===== config.mk =====
export PLATFORM = sky130hd
export DESIGN_NAME = memory_protection_region_check
export DESIGN_NICKNAME = d
export VERILOG_FILES = /design/src/rtl/mprc_pkg.sv /design/src/rtl/mprc_cell.sv /design/src/rtl/mprc_verdict.sv /design/src/rtl/memory_protection_region_check.sv
export VERILOG_INCLUDE_DIRS = /design/src /design/src/rtl
export SDC_FILE = /design/constraint.sdc
export NUM_CORES = 1
export LEC_CHECK = 0
export ABC_CLOCK_PERIOD_IN_PS = 8700
export BUFFER_PORTS_ARGS = -buffer_cell sky130_fd_sc_hd__buf_2
export CAP_MARGIN = 40
export CELL_PAD_IN_SITES_DETAIL_PLACEMENT = 0
export CELL_PAD_IN_SITES_GLOBAL_PLACEMENT = 1
export CORE_ASPECT_RATIO = 0.6
export CORE_MARGIN = 3
export CORE_UTILIZATION = 52
export DETAILED_ROUTE_END_ITERATION = 8
export GPL_TIMING_DRIVEN = 0
export HOLD_SLACK_MARGIN = 0.02
export PLACE_DENSITY_LB_ADDON = 0.08
export SLEW_MARGIN = 30
export SYNTH_ARGS = -nofsm -noshare
export SYNTH_HDL_FRONTEND = slang
export SYNTH_SLANG_ARGS = --single-unit

===== constraint.sdc =====
create_clock -name clk -period 8.7 [get_ports clk]
set_clock_uncertainty 0.2 [all_clocks]
set_input_delay 0.87 -clock clk [delete_from_list [all_inputs] [get_ports clk]]
set_output_delay 0.87 -clock clk [all_outputs]
set_load 0.05 [all_outputs]

===== src/rtl/memory_protection_region_check_macros.svh =====
// Assertion macros for the memory protection region check RTL.
// Included by mprc_verdict, which checks its own logic; no other dependency.
`ifndef MEMORY_PROTECTION_REGION_CHECK_MACROS_SVH
`define MEMORY_PROTECTION_REGION_CHECK_MACROS_SVH

// Same-cycle implication, disabled during reset.
`define MPRC_ASSERT_IMP(label, clk, rst, ante, cons) \
  label: assert property (@(posedge clk) disable iff (rst) (ante) |-> (cons)) \
    else $error("assertion failed");

// Next-cycle implication, disabled during reset.
`define MPRC_ASSERT_NXT(label, clk, rst, ante, cons) \
  label: assert property (@(posedge clk) disable iff (rst) (ante) |=> (cons)) \
    else $error("assertion failed");

`endif


===== src/rtl/mprc_pkg.sv =====
// Types and constants of the memory protection region check.
// Used by every module of the block; depends on nothing.
`timescale 1ns / 1ps

package mprc_pkg;

  localparam int REG_COUNT = 8;
  localparam int REG_W     = 35;
  localparam int ADDR_W    = 16;
  localparam int IDX_W     = 4;

  localparam logic [REG_W-1:0] REG_RESET = 35'h0_0000_FFFF;
  localparam logic [IDX_W-1:0] NO_MATCH  = 4'd8;

  localparam logic [2:0] DENY_RD = 3'd1;
  localparam logic [2:0] DENY_WR = 3'd2;
  localparam logic [2:0] DENY_EX = 3'd4;

  localparam logic [1:0] CLASS_READ  = 2'd0;
  localparam logic [1:0] CLASS_FETCH = 2'd1;
  localparam logic [1:0] CLASS_WRITE = 2'd2;

  localparam logic [2:0] CODE_NONE         = 3'd0;
  localparam logic [2:0] CODE_READ_DENIED  = 3'd1;
  localparam logic [2:0] CODE_FETCH_DENIED = 3'd2;
  localparam logic [2:0] CODE_WRITE_DENIED = 3'd3;
  localparam logic [2:0] CODE_STOPPED      = 3'd4;

  typedef struct packed {
    logic              is_write;
    logic [ADDR_W-1:0] address;
    logic [ADDR_W-1:0] program_counter;
  } req_t;

  typedef struct packed {
    logic             allowed;
    logic [1:0]       access_class;
    logic [2:0]       violation_code;
    logic [IDX_W-1:0] matched_region;
  } rsp_t;

  // One item in flight along the row of region cells.
  typedef struct packed {
    logic              valid;
    logic [ADDR_W-1:0] address;
    logic [1:0]        access_class;
    logic              hit;
    logic [IDX_W-1:0]  region;
    logic [2:0]        deny;
  } token_t;

  // Deny bit that applies to an access class.
  function automatic logic [2:0] deny_bit(input logic [1:0] cls);
    logic [2:0] bit_sel;
    case (cls)
      CLASS_WRITE: bit_sel = DENY_WR;
      CLASS_FETCH: bit_sel = DENY_EX;
      default:     bit_sel = DENY_RD;
    endcase
    return bit_sel;
  endfunction

  // Violation code for a denied access of a class.
  function automatic logic [2:0] deny_code(input logic [1:0] cls);
    logic [2:0] code;
    case (cls)
      CLASS_WRITE: code = CODE_WRITE_DENIED;
      CLASS_FETCH: code = CODE_FETCH_DENIED;
      default:     code = CODE_READ_DENIED;
    endcase
    return code;
  endfunction

endpackage


===== src/rtl/mprc_cell.sv =====
// One region cell: holds one region register and checks the passing item.
// Depends on mprc_pkg.
`timescale 1ns / 1ps

module mprc_cell #(
  parameter int INDEX  = 0,
  parameter bit SEARCH = 1'b1
) (
  input  logic                              clk,
  input  logic                              rst,
  input  logic                              cfg_we,
  input  logic [mprc_pkg::REG_W-1:0]        cfg_data,
  output logic [mprc_pkg::REG_W-1:0]        region,
  input  mprc_pkg::token_t                  tok_in,
  output logic                              ready,
  input  logic                              next_ready,
  output mprc_pkg::token_t                  tok_out
);

  mprc_pkg::token_t tok;
  mprc_pkg::token_t tok_next;
  logic [mprc_pkg::ADDR_W-1:0] lo;
  logic [mprc_pkg::ADDR_W-1:0] hi;
  logic match;

  assign lo    = region[15:0];
  assign hi    = region[31:16];
  assign match = SEARCH && (tok_in.address >= lo) && (tok_in.address <= hi);
  assign ready = !tok.valid || next_ready;

  // Claim the item only if no earlier region did.
  always_comb begin
    tok_next = tok_in;
    if (!tok_in.hit && match) begin
      tok_next.hit    = 1'b1;
      tok_next.region = mprc_pkg::IDX_W'(INDEX);
      tok_next.deny   = region[34:32];
    end
  end

  always_ff @(posedge clk) begin
    if (rst) begin
      region <= mprc_pkg::REG_RESET;
    end else if (cfg_we) begin
      region <= cfg_data;
    end
  end

  always_ff @(posedge clk) begin
    if (rst) begin
      tok.valid <= 1'b0;
    end else if (ready) begin
      tok <= tok_next;
    end
  end

  assign tok_out = tok;

endmodule


===== src/rtl/mprc_verdict.sv =====
// Final stage: applies deny bits and the sticky stop flag, holds the result.
// Depends on mprc_pkg and the assertion macros header.
`timescale 1ns / 1ps
`include "memory_protection_region_check_macros.svh"

module mprc_verdict (
  input  logic             clk,
  input  logic             rst,
  input  mprc_pkg::token_t tok_in,
  output logic             ready,
  output logic             rsp_valid,
  input  logic             rsp_stall,
  output mprc_pkg::rsp_t   rsp
);

  logic stopped;
  logic take;
  logic denied;
  mprc_pkg::rsp_t rsp_next;

  assign ready  = !rsp_valid || !rsp_stall;
  assign take   = tok_in.valid && ready;
  assign denied = tok_in.hit && ((tok_in.deny & mprc_pkg::deny_bit(tok_in.access_class)) != 3'd0);

  always_comb begin
    rsp_next.access_class = tok_in.access_class;
    if (stopped) begin
      rsp_next.allowed        = 1'b0;
      rsp_next.violation_code = mprc_pkg::CODE_STOPPED;
      rsp_next.matched_region = mprc_pkg::NO_MATCH;
    end else if (denied) begin
      rsp_next.allowed        = 1'b0;
      rsp_next.violation_code = mprc_pkg::deny_code(tok_in.access_class);
      rsp_next.matched_region = tok_in.region;
    end else begin
      rsp_next.allowed        = 1'b1;
      rsp_next.violation_code = mprc_pkg::CODE_NONE;
      rsp_next.matched_region = tok_in.hit ? tok_in.region : mprc_pkg::NO_MATCH;
    end
  end

  always_ff @(posedge clk) begin
    if (rst) begin
      rsp_valid <= 1'b0;
      stopped   <= 1'b0;
    end else begin
      if (ready) begin
        rsp_valid <= tok_in.valid;
      end
      if (take) begin
        rsp <= rsp_next;
        if (denied) begin
          stopped <= 1'b1;
        end
      end
    end
  end

  `MPRC_ASSERT_NXT(a_stop_sticky, clk, rst, stopped, stopped)
  `MPRC_ASSERT_NXT(a_deny_stops, clk, rst, take && denied, stopped)
  `MPRC_ASSERT_IMP(a_allowed_no_code, clk, rst, rsp_valid && rsp.allowed,
                   rsp.violation_code == mprc_pkg::CODE_NONE)
  `MPRC_ASSERT_IMP(a_stopped_no_region, clk, rst,
                   rsp_valid && rsp.violation_code == mprc_pkg::CODE_STOPPED,
                   rsp.matched_region == mprc_pkg::NO_MATCH)

endmodule


===== src/rtl/memory_protection_region_check.sv =====
// Stages: a result passes through the registers of 8 cells, then 1 verdict stage.
// Throughput: one item per cycle unless rsp_stall holds the row; bubbles close up, and an item is taken
//   while a finished result waits as long as the row has room.
// Reset (rst, synchronous): every region reads start 0xFFFF, end 0 (no match),
//   the stop flag clears, and the row empties.
// Depends on mprc_pkg, mprc_cell and mprc_verdict.
`timescale 1ns / 1ps

module memory_protection_region_check #(
  parameter int REGIONS = 8
) (
  input  logic                 clk,
  input  logic                 rst,
  // Access items in
  input  logic                 req_valid,
  output logic                 req_stall,
  input  mprc_pkg::req_t       req,
  // Verdict items out
  output logic                 rsp_valid,
  input  logic                 rsp_stall,
  output mprc_pkg::rsp_t       rsp,
  // Region configuration
  input  logic                 psel,
  input  logic                 penable,
  input  logic                 pwrite,
  input  logic [5:0]           paddr,
  input  logic [63:0]          pwdata,
  output logic [63:0]          prdata,
  output logic                 pready
);

  localparam int N = mprc_pkg::REG_COUNT;

  mprc_pkg::token_t tok [N+1];
  logic [N:0] ready;
  logic [mprc_pkg::REG_W-1:0] regions [N];
  logic wr_en;
  logic fetch;
  logic [mprc_pkg::ADDR_W-1:0] pc_prev;

  assign pready = 1'b1;
  assign wr_en  = psel && penable && pwrite;

  // Read back the addressed region, zero extended.
  assign prdata = {{(64 - mprc_pkg::REG_W){1'b0}}, regions[paddr[5:3]]};

  // Classify the access on the way in: a read one below the PC is a fetch.
  assign pc_prev = req.program_counter - mprc_pkg::ADDR_W'(1);
  assign fetch   = req.address == pc_prev;

  always_comb begin
    tok[0].valid   = req_valid;
    tok[0].address = req.address;
    if (req.is_write) begin
      tok[0].access_class = mprc_pkg::CLASS_WRITE;
    end else if (fetch) begin
      tok[0].access_class = mprc_pkg::CLASS_FETCH;
    end else begin
      tok[0].access_class = mprc_pkg::CLASS_READ;
    end
    tok[0].hit    = 1'b0;
    tok[0].region = mprc_pkg::NO_MATCH;
    tok[0].deny   = 3'd0;
  end

  // Hold the item when the first cell cannot move.
  assign req_stall = !ready[0];

  // Row of region cells, highest priority first; cells past REGIONS keep
  // their register but never claim an item.
  for (genvar i = 0; i < N; i++) begin : g_cell
    mprc_cell #(
      .INDEX  (i),
      .SEARCH (i < REGIONS)
    ) u_cell (
      .clk        (clk),
      .rst        (rst),
      .cfg_we     (wr_en && (paddr[5:3] == 3'(i))),
      .cfg_data   (pwdata[mprc_pkg::REG_W-1:0]),
      .region     (regions[i]),
      .tok_in     (tok[i]),
      .ready      (ready[i]),
      .next_ready (ready[i+1]),
      .tok_out    (tok[i+1])
    );
  end

  // Apply deny bits and the stop flag in item order, then hold the result.
  mprc_verdict u_verdict (
    .clk       (clk),
    .rst       (rst),
    .tok_in    (tok[N]),
    .ready     (ready[N]),
    .rsp_valid (rsp_valid),
    .rsp_stall (rsp_stall),
    .rsp       (rsp)
  );

endmodule

# Yosys cells after proc, flatten, opt, wreduce, memory -nomap -nowiden
# Cells that the tools add are included.
[classes]
add_sub_neg = 1
magnitude_cmp = 17
n_eq_ne = 10
mux = 17
bitwise = 4
n_reduce_logical = 67
[op_table]
columns = ["op", "n"]
rows = [
  ["16-bit >= comparator", 8],
  ["16-bit less-or-equal comparator", 8],
  ["35-bit binary-select mux with 3-bit select", 1],
  ["35-bit two-way mux", 2],
  ["1-bit logical AND", 27],
  ["3-bit two-way mux", 7],
  ["2-bit AND reduction", 10],
  ["1-bit logical NOT", 18],
  ["16-bit == test", 1],
  ["16-bit by 1-bit subtractor with 16-bit output, second input constant", 1],
  ["3-bit == test, second input constant", 4],
  ["1-bit logical OR", 9],
  ["4-bit two-way mux", 2],
  ["8-bit two-way mux", 1],
  ["3-bit by 2-bit == test with 1-bit output, second input constant", 2],
  ["3-bit case mux with 2 select lines", 1],
  ["4-bit >= comparator, second input constant", 1],
  ["3-bit NOT with 4-bit output", 1],
  ["2-bit case mux with 2 select lines", 1],
  ["3-bit AND", 1],
  ["3-bit by 1-bit == test with 1-bit output, second input constant", 1],
  ["3-bit logical NOT", 1],
  ["3-bit nonzero test", 1],
  ["2-bit by 1-bit == test with 1-bit output, second input constant", 1],
  ["4 further kinds", 6],
]
[word_totals]
register_bits = 492
input_bits = 110
out_inout_bits = 77
wordCells = 178

# Longest topological paths before layout
[logic_depth]
word_depth = 11
ltp_mapped = 9
depth_no_buf = 8

# Hierarchy
# A second synthesis with hierarchy kept.
[hier_totals]
hier_cells = 2415
hier_area_um2 = 26447.9
[by_module_without_submodules]
columns = ["module", "n_inst", "cells_each", "area_each_um2", "seq_area_each_um2"]
rows = [
  ["mprc_cell at g_cell[1].u_cell ...", 3, 267, 2887.8, 1501.4],
  ["mprc_cell at g_cell[3].u_cell ...", 3, 267, 2885.3, 1501.4],
  ["mprc_cell at g_cell[0].u_cell", 1, 267, 2890.3, 1501.4],
  ["mprc_cell at g_cell[7].u_cell", 1, 267, 2882.8, 1501.4],
  ["memory_protection_region_check", 1, 245, 2871.5, 0.0],
  ["mprc_verdict", 1, 34, 484.2, 340.3],
]

# Least setup slack after synthesis
# No wires, ideal clock.
[synth_path]
path_type = "input -> output"
from = "in paddr[4]"
to = "out prdata[10]"
t_arrival_ns = 3.489
required_ns = 7.630
setup_slack_ns = 4.141
cell_stages = 4
n_path_buf = 2
path_cell_list = "buf_1 buf_1 mux4_2 o21ai_0"
[synth_via]
elab_chain_len = 4
[synth_rtl]
columns = ["element", "line_no", "source"]
rows = [
  ["start, declared", "memory_protection_region_check.sv:26", "input logic [5:0] paddr,"],
  ["3-bit NOT with 4-bit output (implied by the code)", "memory_protection_region_check.sv:45", "assign prdata = {{(64 - mprc_pkg::REG_W){1'b0}}, regions[paddr[5:3]]};"],
  ["35-bit binary-select mux with 3-bit select", "memory_protection_region_check.sv:45", ""],
  ["35-bit two-way mux (implied by the code) (2 in a row)", "memory_protection_region_check.sv:45", ""],
  ["end, declared", "memory_protection_region_check.sv:28", "output logic [63:0] prdata,"],
]
# Every way passes these cells. The select of a mux whose other input is x is not followed.

# Worst setup path in the final report
[layout_path]
from = "in paddr[4]"
to = "out prdata[20]"
# Same word-level chain as after synthesis.

==> metrics.cfg <==
[cells_and_area]
nFillCells=4128
diodes=0
multi_input_area_um2=12700
syn_to_final_growth_pct=13.1
drive_above_1_share_pct=12.5
seq_area_um2=11700
post_layout_nonfiller_instances=3520
nNetsFinal=3212

[cts]
clkLatencyLatePin_ns=0.57
cts_buffer_depth=3
cts_hold_buf=0
post-cts-setup-buffers=0
cts.clk_slew.worst_paths_ns=0.06
htreeDepth=2
clockRootBuffer=clkbuf_16
cts_tree=done
ctsResizeCount=0
cts.sinks=485
cts_buffers=46

[floorplan]
fp.dieArea_um2=52800
start_util_pct=53.5
io_pins=187
dieHeight_um=179
coreArea_um2=48600
rows=62
dieWidth_um=295

[detailed_routing]
avgViaCountPerCell=6.17
post-route-drc-count=0
wl_um=94900
postRouteAntennaNets=0
drtIter0Drc=2973
drt_first_pass_iters=6
routedWlPerCell_um=27.0
vias=21700

[worst_setup_path]
r2r_slack_ns=5.43
criticalPathCategory=in2out
worstPathMaxFanout=10
r2r_cells=7
critPathArrivalTime_ns=3.97
cp.required_ns=7.63
r2r_start=g_cell[6].u_cell.tok_out[15]$_DFFE_PP_
r2r-end=g_cell[7].u_cell.tok_out[2]$_DFFE_PP_
start_kind=input pin
worst_setup_path_end_kind=output pin

[sta]
finalSetupViolCount=0
fin_crit_sh_pct=57.9
fmax_mhz=199
hold_viol=0
maxSlewViolCount=0
finalSetupTns_ns=0
slew_headroom_pct=39.0
fin_crit_ns=5.04
rsz0062_at_grt=no
tightest_slew_ns=0.915

[power_and_ir_drop]
swShare_pct=25.7
clock_power_share_pct=41.6
leakage_nw=11.9
p_int_mw=3.86
power.net_switching_mw=1.34
p_per_area_nw_per_um2=177
peakVddDrop_mv=0.123
p_comb_share_pct=9.9
power_frac_seq_pct=48.5
p_total_mw=5.20

[worst_hold_path]
hold_path.class=reg2reg
min_to=g_cell[1].u_cell.tok_out[8]$_DFFE_PP_
holdPathStages=0
hp-start=g_cell[0].u_cell.tok_out[8]$_SDFFCE_PP0P_

[logic_synthesis]
synth_cell_types=67
synth.top_cell.area_share_pct=22.5
syn_avg_cell_area_um2=9.80
synth_commonest_cells=nand2_1, dfxtp_1, inv_1
dominantRegCellSynth=dfxtp_1
yosys_warnings=0
synth_cells=2652
synthTopCellsByArea=edfxtp_1, dfxtp_1, ha_1, mux4_2, nand2_1
synth_area_um2=26000
seq_area_frac_synth_pct=44.9
yosysMostFrequentCell=nand2_1
synth_edf_count=195
synth_area_leader_cell=edfxtp_1
ys_ff_latch=485
synth-async-reset-ratio_pct=0

[global_routing]
grt_pass1_wl_um=134000
grt_max_degree=24
antenna_found_initial=3
globalRouteOverflowTotal=0
grt_pass1_vias=19800
track_usage_pct=35.5

[placement]
hpwl_um=77600
dp_cells=3429
io_buffers=87
place_congestion=0.968

[run_status]
status=complete, no violations

[run]
drv_cap=0

==> flip-flops by register name (all words and copies together) (netlist names) <==
register / cells
g_cell.u_cell.tok_out: 193
u_verdict.rsp: 10
u_verdict.rsp_valid: 1
g_cell.u_cell.region: 280
u_verdict.stopped: 1
==> how the worst max path moves through the flow <==
stage	slack (ns)	start	endpoint
5_1_grt	3.59	paddr[4]	prdata[20]
4_1_cts	3.69	paddr[4]	prdata[20]
3_3_place_gp	3.51	paddr[4]	prdata[20]
2_1_floorplan	4.14	paddr[4]	prdata[10]
6_report	3.66	paddr[4]	prdata[20]
3_5_place_dp	3.70	paddr[4]	prdata[20]
==> stage by stage <==
| stage | hold slack [ns] | worst slack (ns) | util [%] | area, µm² |
|---|---|---|---|---|
| after floorplan | 0.200 | 4.14 | - | 26100 |
| after global placement | 0.208 | 3.51 | 56.3 | 27300 |
| after detailed placement | 0.205 | 3.70 | 57.1 | 27700 |
| after CTS | 0.219 | 3.69 | 60.4 | 29300 |
| after global routing | 0.227 | 3.59 | 60.5 | 29400 |
| final | 0.222 | 3.66 | 60.5 | 29400 |
==> power groups by stage <==
stage | sequential [mW] | combinational [mW] | clock, mW
detailed placement | 2.56 | 0.496 | 0
global route | 2.52 | 0.554 | 2.26
CTS | 2.52 | 0.499 | 2.16
global placement | 2.57 | 0.460 | 0
finish | 2.52 | 0.514 | 2.16
floorplan | 2.51 | 0.327 | 0
==> cell usage in the layout (no fill, tap or decap), types with 8 or more instances in the layout <==
cell type,instances
buf_4,52
o21ai_0,64
a32oi_1,9
nand4_1,39
mux4_2,70
a21oi_1,244
a211oi_1,12
nor4_1,11
o211ai_1,24
ha_1,259
nand2_1,392
or3_1,9
buf_6,8
dfxtp_1,290
nand3b_1,11
nand2b_1,12
a21o_1,33
nor3_1,15
a211o_1,127
mux2_2,24
buf_1,25
nor2_1,178
xnor2_1,12
nand3_1,21
clkbuf_1,110
inv_1,263
and3_1,13
buf_2,97
nor2b_1,14
a31oi_1,9
and2_1,17
clkbuf_16,51
conb_1,30
o21a_1,8
clkinv_2,10
edfxtp_1,195
==> kinds of logic after synthesis <==
group	Yosys count	synth area share (%)
multiplexers	98	7.27
AO/OA/AOI/OAI	579	14.6
flip-flops	485	44.9
adder cells (fa/ha/maj)	259	12.5
XOR/XNOR	16	0.539
AND/OR/NAND/NOR	769	13.0
buffers and inverters	444	7.17
other	2	0.0289
==> final cells by class <==
class / instances / area share (%)
Multi-Input combinational cell: 1751 / 43.1
Sequential cell: 485 / 39.7
Clock buffer: 65 / 4.66
Inverter: 263 / 3.36
Buffer: 181 / 2.99
Timing Repair Buffer: 115 / 2.76
Tap cell: 640 / 2.72
Clock inverter: 20 / 0.775
==> worst max-delay path: stages <==
cell and delay (ns):
buf_2 0.16, buf_1 0.63, clkbuf_1 0.46, buf_8 0.22, clkbuf_1 0.56, mux4_2 0.43, nand2_1 0.14, o21ai_0 0.20
buf_2 0.29
==> per-layer routing <==
| metal | global-route usage, % | up-vias | wire, µm |
|---|---|---|---|
| li1 | - | 9709 | - |
| met1 | 54.8 | 10600 | 42400 |
| met2 | 47.5 | 1243 | 36200 |
| met3 | 12.4 | 116 | 14600 |
| met4 | 5.92 | 2 | 1600 |
| met5 | 1.97 | - | 140 |
(Power assumes the default switching activity.)
